### src/rtl/core/u8esc_pkg.sv
// u8esc_pkg: shared types, microcode rom and byte classification helpers
// for the utf-8 stream escaper; no dependencies
package u8esc_pkg;

    localparam int StepW = 3;
    typedef logic [StepW-1:0] step_t;

    // program addresses
    localparam step_t ST_IDLE    = 3'd0;
    localparam step_t ST_DECODE  = 3'd1;
    localparam step_t ST_ESC_BSL = 3'd2;
    localparam step_t ST_ESC_X   = 3'd3;
    localparam step_t ST_ESC_HI  = 3'd4;
    localparam step_t ST_ESC_LO  = 3'd5;
    localparam step_t ST_COPY    = 3'd6;

    localparam logic [7:0] CHAR_BSL = 8'h5C;
    localparam logic [7:0] CHAR_X   = 8'h78;

    typedef enum logic [2:0] {
        CH_NONE,
        CH_BSL,
        CH_X,
        CH_HI,
        CH_LO,
        CH_BUF
    } char_sel_t;

    typedef enum logic [1:0] {
        JMP_NEXT,
        JMP_ACCEPT,
        JMP_DISPATCH,
        JMP_COPY
    } jmp_t;

    typedef struct packed {
        logic      ready;    // take an input word in this step
        logic      consume;  // drop the front byte after this step
        char_sel_t sel;      // character emitted, none for control steps
        jmp_t      jmp;      // how the next step is chosen
        step_t     target;   // jump target
    } uop_t;

    function automatic uop_t ucode(step_t s);
        uop_t u;
        u = '{ready: 1'b0, consume: 1'b0, sel: CH_NONE, jmp: JMP_NEXT, target: ST_IDLE};
        unique case (s)
            ST_IDLE:    u = '{1'b1, 1'b0, CH_NONE, JMP_ACCEPT,   ST_DECODE};
            ST_DECODE:  u = '{1'b0, 1'b0, CH_NONE, JMP_DISPATCH, ST_IDLE};
            ST_ESC_BSL: u = '{1'b0, 1'b0, CH_BSL,  JMP_NEXT,     ST_ESC_X};
            ST_ESC_X:   u = '{1'b0, 1'b0, CH_X,    JMP_NEXT,     ST_ESC_HI};
            ST_ESC_HI:  u = '{1'b0, 1'b0, CH_HI,   JMP_NEXT,     ST_ESC_LO};
            ST_ESC_LO:  u = '{1'b0, 1'b1, CH_LO,   JMP_NEXT,     ST_DECODE};
            ST_COPY:    u = '{1'b0, 1'b1, CH_BUF,  JMP_COPY,     ST_DECODE};
            default:    u = '{1'b0, 1'b0, CH_NONE, JMP_NEXT,     ST_IDLE};
        endcase
        return u;
    endfunction

    function automatic logic [7:0] hex_char(logic [3:0] v);
        logic [7:0] c;
        if (v < 4'd10)
            c = {4'h3, v};
        else
            c = 8'h37 + {4'h0, v};
        return c;
    endfunction

    // sequence length from the lead byte, zero for an invalid lead
    function automatic logic [2:0] seq_len(logic [7:0] b);
        logic [2:0] len;
        if (b < 8'h80)
            len = 3'd1;
        else if (b >= 8'hC2 && b <= 8'hDF)
            len = 3'd2;
        else if (b >= 8'hE0 && b <= 8'hEF)
            len = 3'd3;
        else if (b >= 8'hF0 && b <= 8'hF4)
            len = 3'd4;
        else
            len = 3'd0;
        return len;
    endfunction

    function automatic logic is_cont(logic [7:0] b);
        return b[7:6] == 2'b10;
    endfunction

endpackage

### src/rtl/core/utf8_stream_escaper_top.sv
// utf8_stream_escaper_top: byte-serial utf-8 aware escaper run by a small
// microcode program; depends on u8esc_pkg
//
// channel  dir  handshake             payload
// s_       in   s_tvalid / s_tready   s_tdata = in_byte, s_tuser = byte_present, flush
// m_       out  m_tvalid / m_tready   m_tdata = out_char, m_tlast = last
//
// one program step per cycle unless an output stall holds it: a word takes an idle
// step that accepts it and a decode step, then every token takes one emitting step
// per character (escape = 4, raw sequence = its byte count) plus one more decode step
// output stalls freeze the step counter on the emitting step
// reset clears the step counter, byte count and output valid; held bytes
// are kept only as far as the count says
module utf8_stream_escaper_top
    import u8esc_pkg::*;
(
    input  logic       clk,
    input  logic       rst_n,
    input  logic       s_tvalid,
    output logic       s_tready,
    input  logic [7:0] s_tdata,   // [7:0] in_byte
    input  logic [1:0] s_tuser,   // [0] byte_present, [1] flush
    output logic       m_tvalid,
    input  logic       m_tready,
    output logic [7:0] m_tdata,   // [7:0] out_char
    output logic       m_tlast
);

    // sequencer state
    step_t      step_reg, step_next;
    logic [1:0] cnt_reg, cnt_next;      // raw bytes left to copy, minus one
    logic [2:0] n_reg, n_next;          // bytes in the working buffer
    logic       fin_reg, fin_next;      // current word carries a flush

    // working buffer, front byte is always the one under decode
    logic [7:0] buf_reg [4];
    logic [7:0] buf_next [4];

    // output register
    logic       m_tvalid_reg, m_tvalid_next;
    logic [7:0] m_tdata_reg, m_tdata_next;
    logic       m_tlast_reg, m_tlast_next;

    uop_t       uop;
    logic       emit;
    logic       fire;
    logic       accept;

    // front token decode
    logic [2:0] len0;
    logic [2:0] len1;
    logic [2:0] n_less;
    logic       printable;
    logic       seq_good;
    logic       tok_hold;
    logic       tok_copy;
    logic       last_after;
    logic       final_char;
    logic [7:0] char_val;

    assign uop    = ucode(step_reg);
    assign emit   = uop.sel != CH_NONE;
    // emitting steps wait for room in the output register
    assign fire   = !emit || !m_tvalid_reg || m_tready;
    assign accept = s_tvalid && uop.ready;

    assign len0   = seq_len(buf_reg[0]);
    assign len1   = seq_len(buf_reg[1]);
    assign n_less = n_reg - 3'd1;

    assign printable = (buf_reg[0] >= 8'h20 && buf_reg[0] != 8'h7F)
                       || buf_reg[0] == 8'h0A || buf_reg[0] == 8'h09;

    always_comb
    begin
        unique case (len0)
            3'd2:
                seq_good = is_cont(buf_reg[1]);
            3'd3:
                seq_good = is_cont(buf_reg[1]) && is_cont(buf_reg[2])
                           && !(buf_reg[0] == 8'hE0 && buf_reg[1] < 8'hA0)
                           && !(buf_reg[0] == 8'hED && buf_reg[1] >= 8'hA0);
            3'd4:
                seq_good = is_cont(buf_reg[1]) && is_cont(buf_reg[2])
                           && is_cont(buf_reg[3])
                           && !(buf_reg[0] == 8'hF0 && buf_reg[1] < 8'h90)
                           && !(buf_reg[0] == 8'hF4 && buf_reg[1] >= 8'h90);
            default:
                seq_good = 1'b0;
        endcase
    end

    // incomplete multi-byte sequence waits for more input unless flushed
    assign tok_hold = !fin_reg && len0 >= 3'd2 && len0 > n_reg;
    assign tok_copy = (len0 == 3'd1) ? printable
                                     : (len0 >= 3'd2 && len0 <= n_reg && seq_good);

    // once the front byte is consumed, nothing more comes out if the rest
    // is empty or is an incomplete sequence that stays held
    assign last_after = (n_less == 3'd0)
                        || (!fin_reg && len1 >= 3'd2 && len1 > n_less);
    assign final_char = uop.consume && (uop.jmp != JMP_COPY || cnt_reg == 2'd0);

    always_comb
    begin
        unique case (uop.sel)
            CH_BSL:  char_val = CHAR_BSL;
            CH_X:    char_val = CHAR_X;
            CH_HI:   char_val = hex_char(buf_reg[0][7:4]);
            CH_LO:   char_val = hex_char(buf_reg[0][3:0]);
            CH_BUF:  char_val = buf_reg[0];
            default: char_val = buf_reg[0];
        endcase
    end

    always_comb
    begin
        step_next     = step_reg;
        cnt_next      = cnt_reg;
        n_next        = n_reg;
        fin_next      = fin_reg;
        buf_next      = buf_reg;
        m_tvalid_next = m_tvalid_reg;
        m_tdata_next  = m_tdata_reg;
        m_tlast_next  = m_tlast_reg;

        if (m_tready)
            m_tvalid_next = 1'b0;

        if (accept)
        begin
            fin_next = s_tuser[1];
            if (s_tuser[0])
            begin
                buf_next[n_reg[1:0]] = s_tdata;
                n_next               = n_reg + 3'd1;
            end
        end

        if (fire)
        begin
            if (emit)
            begin
                m_tvalid_next = 1'b1;
                m_tdata_next  = char_val;
                m_tlast_next  = final_char && last_after;
            end
            if (uop.consume)
            begin
                buf_next[0] = buf_reg[1];
                buf_next[1] = buf_reg[2];
                buf_next[2] = buf_reg[3];
                n_next      = n_less;
            end
            unique case (uop.jmp)
                JMP_NEXT:
                    step_next = uop.target;
                JMP_ACCEPT:
                    if (accept)
                        step_next = uop.target;
                JMP_DISPATCH:
                    priority if (n_reg == 3'd0 || tok_hold)
                        step_next = ST_IDLE;
                    else if (tok_copy)
                    begin
                        step_next = ST_COPY;
                        cnt_next  = 2'(len0 - 3'd1);
                    end
                    else
                        step_next = ST_ESC_BSL;
                JMP_COPY:
                    if (cnt_reg == 2'd0)
                        step_next = uop.target;
                    else
                        cnt_next = cnt_reg - 2'd1;
                default:
                    step_next = ST_IDLE;
            endcase
        end
    end

    always_ff @(posedge clk or negedge rst_n)
    begin
        if (!rst_n)
        begin
            step_reg     <= ST_IDLE;
            cnt_reg      <= 2'd0;
            n_reg        <= 3'd0;
            fin_reg      <= 1'b0;
            m_tvalid_reg <= 1'b0;
            m_tdata_reg  <= 8'h00;
            m_tlast_reg  <= 1'b0;
        end
        else
        begin
            step_reg     <= step_next;
            cnt_reg      <= cnt_next;
            n_reg        <= n_next;
            fin_reg      <= fin_next;
            m_tvalid_reg <= m_tvalid_next;
            m_tdata_reg  <= m_tdata_next;
            m_tlast_reg  <= m_tlast_next;
        end
    end

    // buffer content is meaningful only below the byte count
    always_ff @(posedge clk)
    begin
        buf_reg <= buf_next;
    end

    assign s_tready = uop.ready;
    assign m_tvalid = m_tvalid_reg;
    assign m_tdata  = m_tdata_reg;
    assign m_tlast  = m_tlast_reg;

endmodule

### config.mk
export PLATFORM = sky130hd
export DESIGN_NAME = utf8_stream_escaper_top
export DESIGN_NICKNAME = d
export VERILOG_FILES = /design/src/rtl/core/u8esc_pkg.sv /design/src/rtl/core/utf8_stream_escaper_top.sv
export SDC_FILE = /design/constraint.sdc
export NUM_CORES = 1
export LEC_CHECK = 0
export BUFFER_PORTS_ARGS = -buffer_cell sky130_fd_sc_hd__clkbuf_2
export CAP_MARGIN = 20
export CORE_MARGIN = 2
export CORE_UTILIZATION = 55
export CTS_CLUSTER_DIAMETER = 150
export DETAILED_ROUTE_END_ITERATION = 6
export PLACE_DENSITY = 0.74
export SYNTH_ARGS = -nofsm -noshare
export SYNTH_HDL_FRONTEND = slang
export SYNTH_SLANG_ARGS = --single-unit
### constraint.sdc
create_clock -name clk -period 4.2 [get_ports clk]
set_clock_uncertainty 0.2 [all_clocks]
set_input_delay 0.21 -clock clk [delete_from_list [all_inputs] [get_ports clk]]
set_output_delay 0.21 -clock clk [all_outputs]
set_load 0.01 [all_outputs]
== Word-level counts from Yosys, hierarchy flattened ==
Index checks and enable logic that the tools add are counted.

* Register bits: 51
* Input bits: 14
* Output and inout bits: 11
* Word-level logic and storage cells: 168

* Add/subtract/negate cells: 6
* Magnitude comparators: 28
* Eq/ne operators: 33
* Mux-type cells: 37
* Bitwise logic cells: 1
* Reduce and logical (&&, ||, !) cells: 52

{| class="wikitable"
|+ Operators by type and width
! cell !! count
|-
| $pmux W10 S7 || 1
|-
| $ge A8 B8 Y1 const B || 8
|-
| $mux W32 || 2
|-
| $le A8 B8 Y1 const B || 6
|-
| $mux W24 || 2
|-
| $mux W3 || 16
|-
| $bwmux W32 || 1
|-
| $eq A8 B8 Y1 const B || 4
|-
| $lt A8 B8 Y1 const B || 4
|-
| $pmux W8 S4 || 1
|-
| $logic_and A1 B1 Y1 || 27
|-
| $eq A3 B2 Y1 const B || 6
|-
| $demux W8 S2 || 1
|-
| $eq A8 B4 Y1 const B || 2
|-
| $eq A3 B3 Y1 const B || 5
|-
| $add A6 B4 Y7 const A || 2
|-
| $mux W7 || 2
|-
| $ne A2 B2 Y1 const B || 6
|-
| $pmux W3 S4 || 1
|-
| $eq A2 B2 Y1 const B || 5
|-
| $eq A3 B1 Y1 const B || 3
|-
| $logic_not A3 Y1 || 3
|-
| $ge A8 B6 Y1 const B || 1
|-
| $lt A4 B4 Y1 const B || 2
|-
| other kinds (24) || 46
|}

== Longest topological paths before layout ==
Gate-level depths: netlist (run 1).

* Word-level depth: 13
* Mapped depth: 13
* Mapped depth without buffers: 13

== Worst setup path before layout (run 1) ==
Ideal clock, no wire load.

* Path type: register to register
* Start point: register buf_reg[29] (netlist name)
* End point: register cnt_reg[0]
* Setup time: 144 ps
* Arrival: 2,797 ps
* Data required time: 3,856 ps
* Path slack: 1,059 ps
* Cell stages (with the launch flop): 13
* Buffers on the path: 0
* Clock period less this slack: 3,141 ps
* Path through: dfxtp_1 > inv_1 > ha_1 > or2b_1 > a31oi_1 > nor3_1 > o211a_1 > ha_1 > a211o_1 > a21oi_1 > o21bai_1 > a221oi_1 > o221ai_1

* Word-level cells in the longest chain between the ends: 12
* Elaborated cells on any way between the ends: 58
* Classes of those cells: add/sub (1); order compare (11); eq/ne (13); mux (9); reduce/logical (24)

{| class="wikitable"
|+ RTL lines
! what !! RTL line !! text
|-
| start, declared || utf8_stream_escaper_top.sv:36 || <nowiki>logic [7:0] buf_reg [4];</nowiki>
|-
| start signal, assigned || utf8_stream_escaper_top.sv:209 || <nowiki>buf_reg <= buf_next;</nowiki>
|-
| $ge A8 B8 Y1 or $le A8 B8 Y1 (tied branches) || u8esc_pkg.sv:78 || <nowiki>else if (b >= 8'hF0 && b <= 8'hF4)</nowiki>
|-
| $logic_and A1 B1 Y1 || u8esc_pkg.sv:78 ||
|-
| $mux W3 || u8esc_pkg.sv:78 ||
|-
| $mux W3 || u8esc_pkg.sv:76 || <nowiki>else if (b >= 8'hE0 && b <= 8'hEF)</nowiki>
|-
| $mux W3 || u8esc_pkg.sv:74 || <nowiki>else if (b >= 8'hC2 && b <= 8'hDF)</nowiki>
|-
| $mux W3 || u8esc_pkg.sv:72 || <nowiki>if (b < 8'h80)</nowiki>
|-
| $ge A3 B2 Y1 (tied with other cells) || utf8_stream_escaper_top.sv:94, utf8_stream_escaper_top.sv:96 ||
|-
| $logic_and A1 B1 Y1 (tied with other cells) || utf8_stream_escaper_top.sv:96 || <nowiki>: (len0 >= 3'd2 && len0 <= n_reg && seq_good);</nowiki>
|-
| $logic_and A1 B1 Y1 (on tied branches) || utf8_stream_escaper_top.sv:96, utf8_stream_escaper_top.sv:94 ||
|-
| $mux W1 or $logic_or A1 B1 Y1 (tied branches) || utf8_stream_escaper_top.sv:95, utf8_stream_escaper_top.sv:162 ||
|-
| $ne A2 B2 Y1 (no source line) || -- ||
|-
| $reduce_and A5 Y1 (no source line) || -- ||
|-
| end signal, assigned || utf8_stream_escaper_top.sv:197 || <nowiki>cnt_reg <= cnt_next;</nowiki>
|-
| end, declared || utf8_stream_escaper_top.sv:31 || <nowiki>logic [1:0] cnt_reg, cnt_next;</nowiki>
|}

Parallel ways exist; a longest one is shown, timed or not. The select of a mux whose other input is x is not followed.
A chain may end at the register's enable or synchronous reset.

== Worst setup path in the final report (run 1) ==
Same ends and word-level chain as after synthesis.

==> PnR_summary.wiki, run 1 <==
{| class="wikitable"
! Metric !! Value
|-
| Run status || complete, no violations
|-
| Buffers & Inverters on Critical Path || 1
|-
| Share of total power in combinational logic || 0.457
|-
| Sequential share of power || 0.409
|-
| Grt ovf || 0
|-
| Post-synthesis area per instance || 8.98 µm²
|-
| Fraction of power spent switching nets || 0.449
|-
| Number of buffers created by CTS || 5
|-
| CTS tree || yes
|-
| Placed cell count || 431
|-
| First-pass GRT wire length || 11400 µm
|-
| VDD IR max || 349 µV
|-
| Critical Path AT || 3510 ps
|-
| Number of warnings reported in the yosys synthesis log || 0
|-
| Global Route met2 Usage || 0.378
|-
| Total Negative Setup Slacks || 0 ps
|-
| Detailed-router iteration count before antenna repair || 4
|-
| Die boundary width || 79.9 µm
|-
| WL/cell || 15.6 µm
|-
| Rows || 27
|-
| Hold-fix buffers at CTS || 10
|-
| Path length in cells of the critical path || 12
|-
| Number of cells traversed by the worst register-to-register path || 12
|-
| Maximum number of pins on one net before global-route repair || 50
|-
| Worst Setup Slack, final || 681 ps
|-
| Max stage delay on crit path || 530 ps
|-
| Yosys top cell by area || sky130_fd_sc_hd__dfxtp_1
|-
| Residual DRC || 0
|-
| WP data required || 4190 ps
|-
| Startpoint kind of the worst setup timing path || flip-flop
|-
| I/O Pins || 25
|-
| # clock sinks || 51
|-
| Nets || 412
|-
| Initial detailed-routing violation count || 243
|-
| Number of antenna violations at the first check in global routing || 0
|-
| Number of buffers between clock root and the deepest sink || 2
|-
| Met1 Resource Use GR || 0.294
|-
| Number of port buffers || 24
|-
| Final antenna-violating net count || 0
|-
| Worst-skew pair later-pin latency || 320 ps
|-
| Tightest hold margin || 9.87 ps
|-
| Antenna cells || 0
|-
| Capturing element type of the critical path || flip-flop
|-
| Portion of the clock cycle consumed by the worst path in the final layout || 0.838
|-
| # setup viols final || 0
|-
| Cell with the largest stage delay on the worst path || sky130_fd_sc_hd__dfxtp_1
|-
| Final max-slew violation count || 0
|-
| Vert. Die Dim || 79.9 µm
|-
| Total wirelength of the detailed-routed design || 7000 µm
|-
| CTS root buf || sky130_fd_sc_hd__clkbuf_8
|-
| Area of the multi-input gates || 1820 µm²
|-
| Post-CTS setup-driven buffer insertion count || 0
|-
| Share of final-layout standard cells stronger than drive strength 1 || 0.127
|-
| Footprint of the flip-flops and latches || 1200 µm²
|-
| Total internal power || 1.27 mW
|-
| Synth Register Bits || 51
|-
| Achievable clock frequency || 0.284 GHz
|-
| Share of synthesized registers carrying an async set or reset || 0.373
|-
| Synthesized area || 3170 µm²
|-
| Sequential-to-total area share from yosys stat || 0.377
|-
| Number of cells produced by synthesis || 353
|-
| Global Route Usage Sum || 0.229
|-
| Area share of the leading cell type in the synthesized netlist || 0.152
|-
| Final estimated routing congestion in global placement || 0.922
|-
| Post-Layout Cell Count || 449
|-
| Relative area change from synthesis to final layout || 10.1%
|-
| Count of endpoints failing hold in the final timing report || 0
|-
| Via/cell ratio || 5.84
|-
| Hold Path Depth || 4
|-
| Routed vias || 2620
|-
| Areal power density over the cells || 662 nW/µm²
|-
| Class of the most critical setup path || flip-flop to flip-flop
|-
| Net switching power || 1.04 mW
|-
| Crit-path most repeated cell || sky130_fd_sc_hd__ha_1
|-
| Leakage dissipation || 1.61 nW
|-
| Syn_nets || 389
|-
| Family of cells with the greatest summed delay on the critical path || compound AO/OA/AOI/OAI gates
|-
| Effective utilization at floorplan || 0.572
|-
| Fill cells || 480
|-
| Transition time of the tightest slew-check pin || 603 ps
|-
| Max FO, Critical Path || 10
|-
| Distinct cell type count of the synthesized netlist || 61
|-
| Number of cells upsized or downsized after cts || 0
|-
| Met3 track demand over resource in global routing || 0.0441
|-
| Number of synthesized flops with an enable pin || 8
|-
| Die area || 6390 µm²
|-
| DP Wirelength || 5030 µm
|-
| Primary flip-flop cell chosen by synthesis mapping || sky130_fd_sc_hd__dfxtp_1
|-
| Dpl ws || 758 ps
|-
| Unrepaired setup endpoints after global routing || false
|-
| H-tree depth || 2
|-
| # Max-Cap Violations || 0
|-
| Number of global-route vias before repair || 2438
|-
| Clock-pin slew reported for the worst setup and hold paths after clock tree synthesis || 110 ps
|-
| Series of cell instances along the critical path || inv_1 -> ha_1 -> or2b_1 -> a31oi_1 -> nor3_1 -> o211a_1 -> ha_1 -> a211o_1 -> a21oi_1 -> o21bai_1 -> a221oi_1 -> o221ai_1
|-
| Hold crit path type || primary input to flip-flop
|-
| Core area || 5540 µm²
|-
| Final critical-path required period || 3520 ps
|-
| Proportion of power drawn by the clock network || 0.134
|-
| Worst relative slew slack || 0.598
|-
| GR peak layer || met2
|-
| Dominant cells by area after synthesis || sky130_fd_sc_hd__dfxtp_1, sky130_fd_sc_hd__dfrtp_1, sky130_fd_sc_hd__ha_1
|}
==> cells by family after synthesis <==
kind of cell               after synthesis  share of synthesized area
and+or+nand+nor                        123                      0.209
AOI/OAI and AO/OA                       93                      0.185
DFF                                     51                      0.377
buffers and inverters                   34                     0.0481
muxes                                   26                     0.0825
adders and majority gates               22                     0.0868
xor gates and xnor gates                 4                     0.0111
==> placed cells by master (no fill, tap or decap), types with 3 or more instances in the layout <==
cell | synthesis | routed
sky130_fd_sc_hd__a211oi_1 | 3 | 3
sky130_fd_sc_hd__a21oi_1 | 12 | 12
sky130_fd_sc_hd__a221oi_1 | 6 | 6
sky130_fd_sc_hd__a31oi_1 | 5 | 5
sky130_fd_sc_hd__and2_1 | 4 | 4
sky130_fd_sc_hd__and3_1 | 4 | 4
sky130_fd_sc_hd__clkbuf_2 | 2 | 24
sky130_fd_sc_hd__clkbuf_8 | 0 | 5
sky130_fd_sc_hd__dfrtp_1 | 19 | 19
sky130_fd_sc_hd__dfxtp_1 | 24 | 24
sky130_fd_sc_hd__dlygate4sd3_1 | 0 | 10
sky130_fd_sc_hd__edfxtp_1 | 8 | 8
sky130_fd_sc_hd__ha_1 | 22 | 22
sky130_fd_sc_hd__inv_1 | 15 | 15
sky130_fd_sc_hd__mux2i_1 | 25 | 25
sky130_fd_sc_hd__nand2_1 | 51 | 51
sky130_fd_sc_hd__nand2_2 | 3 | 3
sky130_fd_sc_hd__nand2b_1 | 3 | 3
sky130_fd_sc_hd__nand3_1 | 7 | 7
sky130_fd_sc_hd__nand4_1 | 4 | 4
sky130_fd_sc_hd__nand4b_1 | 3 | 3
sky130_fd_sc_hd__nor2_1 | 12 | 12
sky130_fd_sc_hd__nor2b_1 | 6 | 6
sky130_fd_sc_hd__nor3_1 | 9 | 9
sky130_fd_sc_hd__nor4b_1 | 3 | 3
sky130_fd_sc_hd__o21ai_0 | 39 | 39
sky130_fd_sc_hd__o21ai_1 | 4 | 4
sky130_fd_sc_hd__o22ai_1 | 3 | 3
sky130_fd_sc_hd__xnor2_1 | 3 | 3
==> cells in the mapped netlist, types with 3 or more instances <==
cell type and n:
sky130_fd_sc_hd__nand2_1 51, sky130_fd_sc_hd__o21ai_0 39, sky130_fd_sc_hd__mux2i_1 25, sky130_fd_sc_hd__dfxtp_1 24
sky130_fd_sc_hd__ha_1 22, sky130_fd_sc_hd__dfrtp_1 19, sky130_fd_sc_hd__inv_1 15, sky130_fd_sc_hd__a21oi_1 12
sky130_fd_sc_hd__nor2_1 12, sky130_fd_sc_hd__nor3_1 9, sky130_fd_sc_hd__clkbuf_1 8, sky130_fd_sc_hd__edfxtp_1 8
sky130_fd_sc_hd__nand3_1 7, sky130_fd_sc_hd__a221oi_1 6, sky130_fd_sc_hd__buf_2 6, sky130_fd_sc_hd__nor2b_1 6
sky130_fd_sc_hd__a31oi_1 5, sky130_fd_sc_hd__and2_1 4, sky130_fd_sc_hd__and3_1 4, sky130_fd_sc_hd__nand4_1 4
sky130_fd_sc_hd__o21ai_1 4, sky130_fd_sc_hd__a211oi_1 3, sky130_fd_sc_hd__nand2_2 3, sky130_fd_sc_hd__nand2b_1 3
sky130_fd_sc_hd__nand4b_1 3, sky130_fd_sc_hd__nor4b_1 3, sky130_fd_sc_hd__o22ai_1 3, sky130_fd_sc_hd__xnor2_1 3
==> metrics by stage <==
stage / util / area [µm²] / power, mW
after floorplan: - / 3170 / 1.74
after global placement: 0.594 / 3290 / 1.94
after detailed placement: 0.594 / 3290 / 1.98
after CTS: 0.630 / 3490 / 2.30
after global routing: 0.630 / 3490 / 2.50
final: 0.630 / 3490 / 2.31
==> worst min-delay path: stages <==
cell,delay (ps)
sky130_fd_sc_hd__clkbuf_2,90
sky130_fd_sc_hd__nand2_1,60
sky130_fd_sc_hd__nand2_1,80
sky130_fd_sc_hd__xnor2_1,60
==> power by group through the flow <==
stage / logic (mW) / clock network, mW / registers [mW]
final: 1.06 / 0.309 / 0.945
after global routing: 1.19 / 0.332 / 0.981
after CTS: 1.05 / 0.315 / 0.939
after detailed placement: 1.03 / 0 / 0.951
after global placement: 1.00 / 0 / 0.943
after floorplan: 0.917 / 0 / 0.822
==> metal layers <==
layer | vias up | part of all wire
met5 | - | 0
met4 | 0 | 0.021
met3 | 14 | 0.043
met2 | 73 | 0.47
met1 | 1207 | 0.47
li1 | 1326 | -
==> final timing paths <==
| path | start | endpoint | slack [ps] |
|---|---|---|---|
| worst max-delay path | buf_reg[29] | cnt_reg[0] | 680 |
| worst min-delay path | s_tuser[0] | n_reg[0] | 10 |
| worst max register to register | buf_reg[29] | cnt_reg[0] | 680 |
| worst min register to register | flip-flop | buf_reg[8] | 260 |
| max in group asynchronous | rst_n | m_tdata[1] | 3300 |
| min in group asynchronous | rst_n | m_tlast | 170 |
==> cell type report <==
cell class              count  share of cell area
multi-input cells         268               0.522
flip-flops and latches     51               0.343
repair buffers             35              0.0653
well taps                  72              0.0258
clock buffers               5              0.0197
inverters                  15              0.0161
clock inverters             3             0.00825
Note: power is estimated with default switching activity, not from simulation.
==> run 2, diff against run 1 <==
--- a/config.mk
+++ b/config.mk
@@ -5,13 +5,14 @@
 export SDC_FILE = /design/constraint.sdc
 export NUM_CORES = 1
 export LEC_CHECK = 0
+export ABC_AREA = 1
 export BUFFER_PORTS_ARGS = -buffer_cell sky130_fd_sc_hd__clkbuf_2
 export CAP_MARGIN = 20
 export CORE_MARGIN = 2
-export CORE_UTILIZATION = 55
+export CORE_UTILIZATION = 54
 export CTS_CLUSTER_DIAMETER = 150
 export DETAILED_ROUTE_END_ITERATION = 6
-export PLACE_DENSITY = 0.74
+export PLACE_DENSITY = 0.76
 export SYNTH_ARGS = -nofsm -noshare
 export SYNTH_HDL_FRONTEND = slang
 export SYNTH_SLANG_ARGS = --single-unit
==> constraint.sdc (replaced) <==
create_clock -name clk -period 2.8 [get_ports clk]
set_clock_uncertainty 0.2 [all_clocks]
set_input_delay 0.14 -clock clk [delete_from_list [all_inputs] [get_ports clk]]
set_output_delay 0.14 -clock clk [all_outputs]
set_load 0.01 [all_outputs]
==> run 2 against run 1 <==
Effect of this change: critical path depth up 8; clock power up 44%; die area up 0.54%; combinational power up 130%; sequential power up 49%; largest power group unchanged; synthesized cell count up 16%; power up 87%; critical endpoint unchanged; critical path type unchanged; area after synthesis down 1.3%; global-route usage up 2.1 points.
==> PnR_summary.wiki, run 2 <==
{| class="wikitable"
! Metric !! Value
|-
| Run status || complete, no violations
|-
| CTS root buf || sky130_fd_sc_hd__clkbuf_8
|-
| First-pass GRT wire length || 12600 µm (+11%)
|-
| Relative area change from synthesis to final layout || 18.6%
|-
| Final estimated routing congestion in global placement || 0.974 (+5.7%)
|-
| WL/cell || 15.1 µm (-3.2%)
|-
| Transition time of the tightest slew-check pin || 492 ps (-112 ps)
|-
| Top cells by count, synth || sky130_fd_sc_hd__nand2_1, sky130_fd_sc_hd__inv_1, sky130_fd_sc_hd__o21ai_0, sky130_fd_sc_hd__nor2_1, sky130_fd_sc_hd__dfxtp_1
|-
| Final max-slew violation count || 0 (unchanged)
|-
| Final critical-path required period || 2690 ps (-827 ps)
|-
| Startpoint kind of the worst setup timing path || flip-flop
|-
| Cell with the largest stage delay on the worst path || sky130_fd_sc_hd__dfxtp_4
|-
| Sequential-to-total area share from yosys stat || 0.382 (+0.00483)
|-
| Synthesized area || 3130 µm² (-1.3%)
|-
| Final antenna-violating net count || 0 (unchanged)
|-
| Die boundary width || 80.1 µm (+0.27%)
|-
| Worst Setup Slack, final || 108 ps (-573 ps)
|-
| Unrepaired setup endpoints after global routing || true
|-
| I/O Pins || 25 (unchanged)
|-
| H-tree depth || 2 (unchanged)
|-
| Maximum number of pins on one net before global-route repair || 21 (-58%)
|-
| Portion of the clock cycle consumed by the worst path in the final layout || 0.961 (+0.124)
|-
| Syn_nets || 445 (+14%)
|-
| Worst relative slew slack || 0.672 (+0.0743)
|-
| Number of buffers created by CTS || 5 (unchanged)
|-
| Share of synthesized registers carrying an async set or reset || 0.373 (unchanged)
|-
| Antenna cells || 0 (unchanged)
|-
| Count of endpoints failing hold in the final timing report || 0 (unchanged)
|-
| Dpl ws || -57.5 ps (-815 ps)
|-
| Family of cells with the greatest summed delay on the critical path || simple AND/OR/NAND/NOR gates
|-
| Dominant cells by area after synthesis || sky130_fd_sc_hd__dfxtp_1, sky130_fd_sc_hd__dfrtp_1, sky130_fd_sc_hd__ha_1
|-
| Die area || 6420 µm² (+0.54%)
|-
| Core area || 5540 µm² (unchanged)
|-
| Distinct cell type count of the synthesized netlist || 42 (-31%)
|-
| Rows || 27 (unchanged)
|-
| Global Route Usage Sum || 0.250 (+0.0211)
|-
| Final std cell area, no fill || 3710 µm² (+6.4%)
|-
| Primary flip-flop cell chosen by synthesis mapping || sky130_fd_sc_hd__dfxtp_1
|-
| Commonest non-fill, non-tap cells in the layout || sky130_fd_sc_hd__nand2_1, sky130_fd_sc_hd__o21ai_0, sky130_fd_sc_hd__inv_1, sky130_fd_sc_hd__nor2_1, sky130_fd_sc_hd__clkbuf_2
|-
| Area share of and/or/nand/nor cells after synthesis || 0.238 (+0.0291)
|-
| Nets || 491 (+19%)
|-
| Number of warnings reported in the yosys synthesis log || 0 (unchanged)
|-
| Number of global-route vias before repair || 2735 (+12%)
|-
| Worst-skew pair later-pin latency || 310 ps (about the same)
|-
| Total Negative Setup Slacks || 0 ps (unchanged)
|-
| VDD IR max || 577 µV (+65%)
|-
| Number of cells traversed by the worst register-to-register path || 20 (+8)
|-
| WP data required || 2810 ps (-1380 ps)
|-
| Residual DRC || 0 (unchanged)
|-
| # Max-Cap Violations || 0 (unchanged)
|-
| Hold Path Depth || 3 (-1)
|-
| Number of antenna violations at the first check in global routing || 0 (unchanged)
|-
| Capturing element type of the critical path || flip-flop
|-
| Series of cell instances along the critical path || inv_4 -> ha_4 -> nand4_1 -> a21oi_2 -> nand2_2 -> nand2_2 -> nor2_2 -> ha_1 -> a21oi_2 -> o21ai_1 -> nand2_1 -> nor2_1 -> nand2_1 -> nand2_1 -> nor2_1 -> nand2_1 -> nand2_2 -> nand2_2 -> nand2_1 -> nand2_1
|-
| Via/cell ratio || 5.76 (-1.2%)
|-
| CTS tree || yes
|-
| Yosys top cell by area || sky130_fd_sc_hd__dfxtp_1
|-
| Buffers & Inverters on Critical Path || 1 (unchanged)
|-
| Achievable clock frequency || 0.371 GHz (+31%)
|-
| Critical Path AT || 2700 ps (-810 ps)
|-
| Grt ovf || 0 (unchanged)
|-
| Arithmetic-cell share of the synthesized area counting full adders, half adders and majority gates || 0.0879 (+0.00111)
|-
| Class of the most critical setup path || flip-flop to flip-flop
|-
| Path length in cells of the critical path || 20 (+8)
|-
| Final total power || 4.32 mW (+87%)
|-
| Detailed-router iteration count before antenna repair || 6 (+2)
|-
| Share of final-layout standard cells stronger than drive strength 1 || 0.224 (+0.0964)
|-
| Number of port buffers || 24 (unchanged)
|-
| Total wirelength of the detailed-routed design || 7970 µm (+14%)
|-
| Effective utilization at floorplan || 0.565 (-0.00723)
|-
| Synth Register Bits || 51 (unchanged)
|-
| DP Wirelength || 5570 µm (+11%)
|-
| Leakage dissipation || 1.69 nW (+5.3%)
|-
| Post-synthesis area per instance || 7.65 µm² (-15%)
|-
| Crit-path most repeated cell || sky130_fd_sc_hd__nand2_1
|-
| Initial detailed-routing violation count || 380 (+56%)
|-
| Vert. Die Dim || 80.1 µm (+0.27%)
|-
| Routed vias || 3043 (+16%)
|-
| # setup viols final || 0 (unchanged)
|-
| Main combinational cell family by area after synthesis || simple AND/OR/NAND/NOR gates
|-
| Number of buffers between clock root and the deepest sink || 2 (unchanged)
|-
| # clock sinks || 51 (unchanged)
|-
| Portion of netlist area occupied by mux cells || 0.00360 (-0.0789)
|-
| Clock-pin slew reported for the worst setup and hold paths after clock tree synthesis || 90 ps (-20 ps)
|-
| Areal power density over the cells || 1160 nW/µm² (+76%)
|-
| Number of cells produced by synthesis || 409 (+16%)
|-
| Cell area reported after detailed placement || 3330 µm² (+1.1%)
|-
| Fraction of the mapped netlist area in compound gates || 0.197 (+0.0124)
|-
| Number of synthesized flops with an enable pin || 8 (unchanged)
|-
| Library cell with the highest instance count after synthesis || sky130_fd_sc_hd__nand2_1
|-
| Hold crit path type || primary input to flip-flop
|-
| Max FO, Critical Path || 5 (-5)
|-
| Area share of the leading cell type in the synthesized netlist || 0.153 (+0.00194)
|-
| Xor/xnor share of the synthesized area || 0.00560 (-0.00545)
|-
| Max stage delay on crit path || 380 ps (-150 ps)
|-
| Most frequent standard cell in the layout excluding fill and tap cells || sky130_fd_sc_hd__nand2_1
|}
[run 2: cell count changes after synthesis, sizes merged, moves of 14 or more]
cell / change
inv: +33
nand3: +14
mux2i: -25
nor2: +28
nand2: +20
[run 2: logic make-up after synthesis]
group / after synthesis
fa+ha+maj: 22
flops: 51
xor+xnor: 2
buf+inv: 63
simple gates: 163
compound gates: 107
mux: 1
[run 2: final cells by class]
cell class / count / area [µm²]
clock inverters: 3 / 22.5
inverters: 50 / 198
fillers: 470 / 1830
flip-flops and latches: 51 / 1220
multi-input cells: 295 / 1760
repair buffers: 52 / 358
well taps: 72 / 90.1
clock buffers: 5 / 68.8
[run 2: tightest hold or removal path: stages]
cell                       delay [ps]
sky130_fd_sc_hd__clkbuf_2         120
sky130_fd_sc_hd__nand2_1           80
sky130_fd_sc_hd__mux2_2           150
[run 2: worst paths after layout]
path                       slack, ps          end         from
setup / recovery                 110   cnt_reg[0]  buf_reg[29]
hold / removal                    10      fin_reg     s_tvalid
setup reg to reg                 110   cnt_reg[0]  buf_reg[29]
hold reg to reg                  260  buf_reg[10]    flip-flop
max in group asynchronous       1950  step_reg[1]        rst_n
min in group asynchronous        130   m_tdata[1]        rst_n
[run 2: repair_timing]
item	4_1_cts	5_1_grt
pin swaps	1	9
setup buffers	0	9
gates resized for setup	6	32
endpoints found under the setup margin	2	3
endpoints found under the hold margin	42	0
hold buffers	11	0
[run 2: metrics by stage]
stage / util / instances / hold slack, ps
after detailed placement: 0.600 / 500 / -85.0
after floorplan: - / 409 / -356
after global placement: 0.600 / 500 / -84.9
after global routing: 0.670 / 528 / 19.5
after CTS: 0.638 / 519 / 5.67
final: 0.670 / 528 / 12.4
[run 2: layer usage]
layer / vias to the layer above / part of all wire / GRT usage
met5: - / 0 / 0
met4: 0 / 0.030 / 0.0847
met3: 37 / 0.057 / 0.0427
met2: 132 / 0.45 / 0.373
met1: 1380 / 0.46 / 0.364
li1: 1494 / - / -
[run 2: power breakdown]
| group | switching, mW | internal, mW | total [mW] |
|---|---|---|---|
| clock | 0.266 | 0.180 | 0.446 |
| sequential | 0.315 | 1.10 | 1.41 |
| combinational | 1.53 | 0.933 | 2.46 |
| total | 2.11 | 2.21 | 4.32 |
==> run 3, diff against run 2 <==
--- a/config.mk
+++ b/config.mk
@@ -6,13 +6,13 @@
 export NUM_CORES = 1
 export LEC_CHECK = 0
 export ABC_AREA = 1
-export BUFFER_PORTS_ARGS = -buffer_cell sky130_fd_sc_hd__clkbuf_2
 export CAP_MARGIN = 20
 export CORE_MARGIN = 2
-export CORE_UTILIZATION = 54
+export CORE_UTILIZATION = 55
 export CTS_CLUSTER_DIAMETER = 150
 export DETAILED_ROUTE_END_ITERATION = 6
-export PLACE_DENSITY = 0.76
+export DONT_BUFFER_PORTS = 1
+export PLACE_DENSITY = 0.73
 export SYNTH_ARGS = -nofsm -noshare
 export SYNTH_HDL_FRONTEND = slang
 export SYNTH_SLANG_ARGS = --single-unit
==> run 3 against run 2 <==
Effect of this change: wire length hardly changed; flip-flop and latch count stayed put; non-clock buffer count is 19 lower; clock power is 21% higher; utilization is 1.2 points lower; via count is 1.4% lower; first-iteration DRC count is 14% lower; global-route usage is 0.71 points higher; final area is 2.5% lower; sequential power hardly changed; combinational power is 4% lower; setup slack worse by 93 ps; critical path type unchanged; critical endpoint unchanged; largest power group unchanged; highest routed layer unchanged.
==> PnR_summary.wiki, run 3 (same netlist as run 2, synthesis figures left out) <==
{| class="wikitable"
! Metric !! Value
|-
| CTS root buf || sky130_fd_sc_hd__clkbuf_8
|-
| Vert. Die Dim || 79.4 µm (-0.87%)
|-
| Clock-pin slew reported for the worst setup and hold paths after clock tree synthesis || 100 ps (about the same)
|-
| Cell with the largest stage delay on the worst path || sky130_fd_sc_hd__dfxtp_4
|-
| Number of antenna violations at the first check in global routing || 0 (unchanged)
|-
| WL/cell || 15.7 µm (+3.8%)
|-
| Antenna cells || 0 (unchanged)
|-
| Area of the multi-input gates || 1720 µm² (-2.1%)
|-
| Class of the most critical setup path || flip-flop to flip-flop
|-
| Crit-path most repeated cell || sky130_fd_sc_hd__nand2_1
|-
| Share of final-layout standard cells stronger than drive strength 1 || 0.174 (-0.0498)
|-
| Proportion of power drawn by the clock network || 0.125 (+0.022)
|-
| Relative area change from synthesis to final layout || 15.7%
|-
| H-tree depth || 2 (unchanged)
|-
| Worst Setup Slack, final || 14.8 ps (-93.2 ps)
|-
| Final antenna-violating net count || 0 (unchanged)
|-
| Global Route Usage Sum || 0.257 (+0.00711)
|-
| Detailed-router iteration count before antenna repair || 5 (-1)
|-
| # Max-Cap Violations || 0 (unchanged)
|-
| VDD IR max || 675 µV (+17%)
|-
| Worst relative slew slack || 0.407 (-0.265)
|-
| Initial detailed-routing violation count || 325 (-14%)
|-
| CTS tree || yes
|-
| Fill cells || 466 (-0.85%)
|-
| Capturing element type of the critical path || flip-flop
|-
| Worst-skew pair later-pin latency || 310 ps (about the same)
|-
| Maximum number of pins on one net before global-route repair || 31 (+48%)
|-
| Number of buffers created by CTS || 5 (unchanged)
|-
| Number of port buffers || 0 (-100%)
|-
| Final max-slew violation count || 0 (unchanged)
|-
| Die area || 6310 µm² (-1.7%)
|-
| I/O Pins || 25 (unchanged)
|-
| Hold crit path type || primary input to flip-flop
|-
| Buffers & Inverters on Critical Path || 3 (+2)
|-
| Startpoint kind of the worst setup timing path || flip-flop
|-
| Grt ovf || 0 (unchanged)
|-
| Areal power density over the cells || 1200 nW/µm² (+2.7%)
|-
| Most frequent standard cell in the layout excluding fill and tap cells || sky130_fd_sc_hd__nand2_1
|-
| Share of total power in combinational logic || 0.544 (-0.026)
|-
| Final total power || 4.33 mW (+0.17%)
|-
| Share of the core filled with cells in the final layout || 0.658 (-0.0125)
|-
| Number of global-route vias before repair || 2783 (+1.8%)
|-
| Net switching power || 2.07 mW (-1.7%)
|-
| Effective utilization at floorplan || 0.569 (+0.00347)
|-
| Final critical-path required period || 2790 ps (+93.2 ps)
|-
| # setup viols final || 0 (unchanged)
|-
| Core area || 5510 µm² (-0.61%)
|-
| Unrepaired setup endpoints after global routing || true
|-
| Number of buffers between clock root and the deepest sink || 2 (unchanged)
|-
| Tightest hold margin || 23.0 ps (+10.6 ps)
|-
| Achievable clock frequency || 0.359 GHz (-3.3%)
|-
| Residual DRC || 0 (unchanged)
|-
| Die boundary width || 79.4 µm (-0.87%)
|-
| Path length in cells of the critical path || 20 (unchanged)
|-
| Critical Path AT || 2790 ps (+90 ps)
|-
| Max stage delay on crit path || 380 ps (about the same)
|-
| Total Negative Setup Slacks || 0 ps (unchanged)
|-
| Hold Path Depth || 4 (+1)
|-
| Family of cells with the greatest summed delay on the critical path || simple AND/OR/NAND/NOR gates
|-
| Total wirelength of the detailed-routed design || 7970 µm (about the same)
|-
| Number of cells traversed by the worst register-to-register path || 20 (unchanged)
|-
| Count of endpoints failing hold in the final timing report || 0 (unchanged)
|-
| Sequential share of power || 0.331 (+0.004)
|-
| Dpl ws || 17.0 ps (+74.4 ps)
|-
| Commonest non-fill, non-tap cells in the layout || sky130_fd_sc_hd__nand2_1, sky130_fd_sc_hd__inv_1, sky130_fd_sc_hd__o21ai_0, sky130_fd_sc_hd__nor2_1
|-
| WP data required || 2810 ps (about the same)
|-
| Leakage dissipation || 1.62 nW (-4.0%)
|-
| Fraction of power spent switching nets || 0.479 (-0.00891)
|-
| Rows || 27 (unchanged)
|-
| Portion of the clock cycle consumed by the worst path in the final layout || 0.995 (+0.0333)
|-
| Total internal power || 2.26 mW (+1.9%)
|-
| Footprint of the flip-flops and latches || 1210 µm² (-0.21%)
|-
| First-pass GRT wire length || 12900 µm (+1.6%)
|-
| Run status || complete, no violations
|-
| Final estimated routing congestion in global placement || 0.894 (-8.2%)
|-
| Max FO, Critical Path || 4 (-1)
|-
| Nets || 472 (-3.9%)
|-
| Routed vias || 2999 (-1.4%)
|-
| # clock sinks || 51 (unchanged)
|-
| Transition time of the tightest slew-check pin || 886 ps (+395 ps)
|-
| Series of cell instances along the critical path || inv_4 -> buf_4 -> ha_1 -> nand2_1 -> nand3_2 -> nand2_2 -> nand2_2 -> buf_4 -> ha_1 -> nand2_1 -> o21ai_1 -> nand2_1 -> nor2_1 -> nand2_1 -> nand2_2 -> nor2_2 -> nand2_1 -> nand2_2 -> nand3_1 -> nand2_1
|-
| Via/cell ratio || 5.89 (+2.2%)
|-
| DP Wirelength || 5520 µm (-1.0%)
|}
[run 3: tightest hold or removal path: cells and delay by family]
family / cells / cell delay [ps]
simple gates: 2 / 150
compound gates: 1 / 140
buf+inv: 1 / 70
[run 3: per-stage QoR]
stage                     std cells  instance area [µm²]
after floorplan                 409                 3130
after global placement          476                 3210
after detailed placement        476                 3210
after CTS                       498                 3470
after global routing            509                 3620
final                           509                 3620
[run 3: what timing repair did]
item	in CTS	in global routing
pin swaps	0	11
hold buffers	14	0
cloned	0	0
endpoints found under the setup margin	1	3
gates resized for setup	2	27
hold endpoints to repair	57	0
setup buffers	0	11
[run 3: per-layer routing]
layer	track usage	vias up	part of all wire
li1	-	1442	-
met1	0.366	1400	0.45
met2	0.404	130	0.46
met3	0.0351	27	0.062
met4	0.0810	0	0.024
met5	0	-	0
[run 3: path summary, 6_finish.rpt]
kind | slack [ps] | endpoint | from
min in group asynchronous | 190 | step_reg[1] | rst_n
setup reg to reg | 10 | cnt_reg[0] | buf_reg[29]
hold / removal | 20 | step_reg[0] | s_tvalid
hold reg to reg | 260 | buf_reg[10] | flip-flop
setup / recovery | 10 | cnt_reg[0] | buf_reg[29]
max in group asynchronous | 1660 | n_reg[2] | rst_n
[run 3: cell type report]
class | instances | area share
Multi-Input combinational cell | 295 | 0.476
Sequential cell | 51 | 0.335
Timing Repair Buffer | 33 | 0.0781
Inverter | 50 | 0.0539
Tap cell | 72 | 0.0249
Clock buffer | 5 | 0.0190
Clock inverter | 3 | 0.0131
[run 3: power by group through the flow]
stage	combinational (mW)	sequential [mW]	clock, mW
finish	2.36	1.43	0.539
global route	2.65	1.47	0.574
CTS	2.15	1.40	0.546
detailed placement	2.09	1.41	0
global placement	2.05	1.40	0
floorplan	1.71	1.29	0
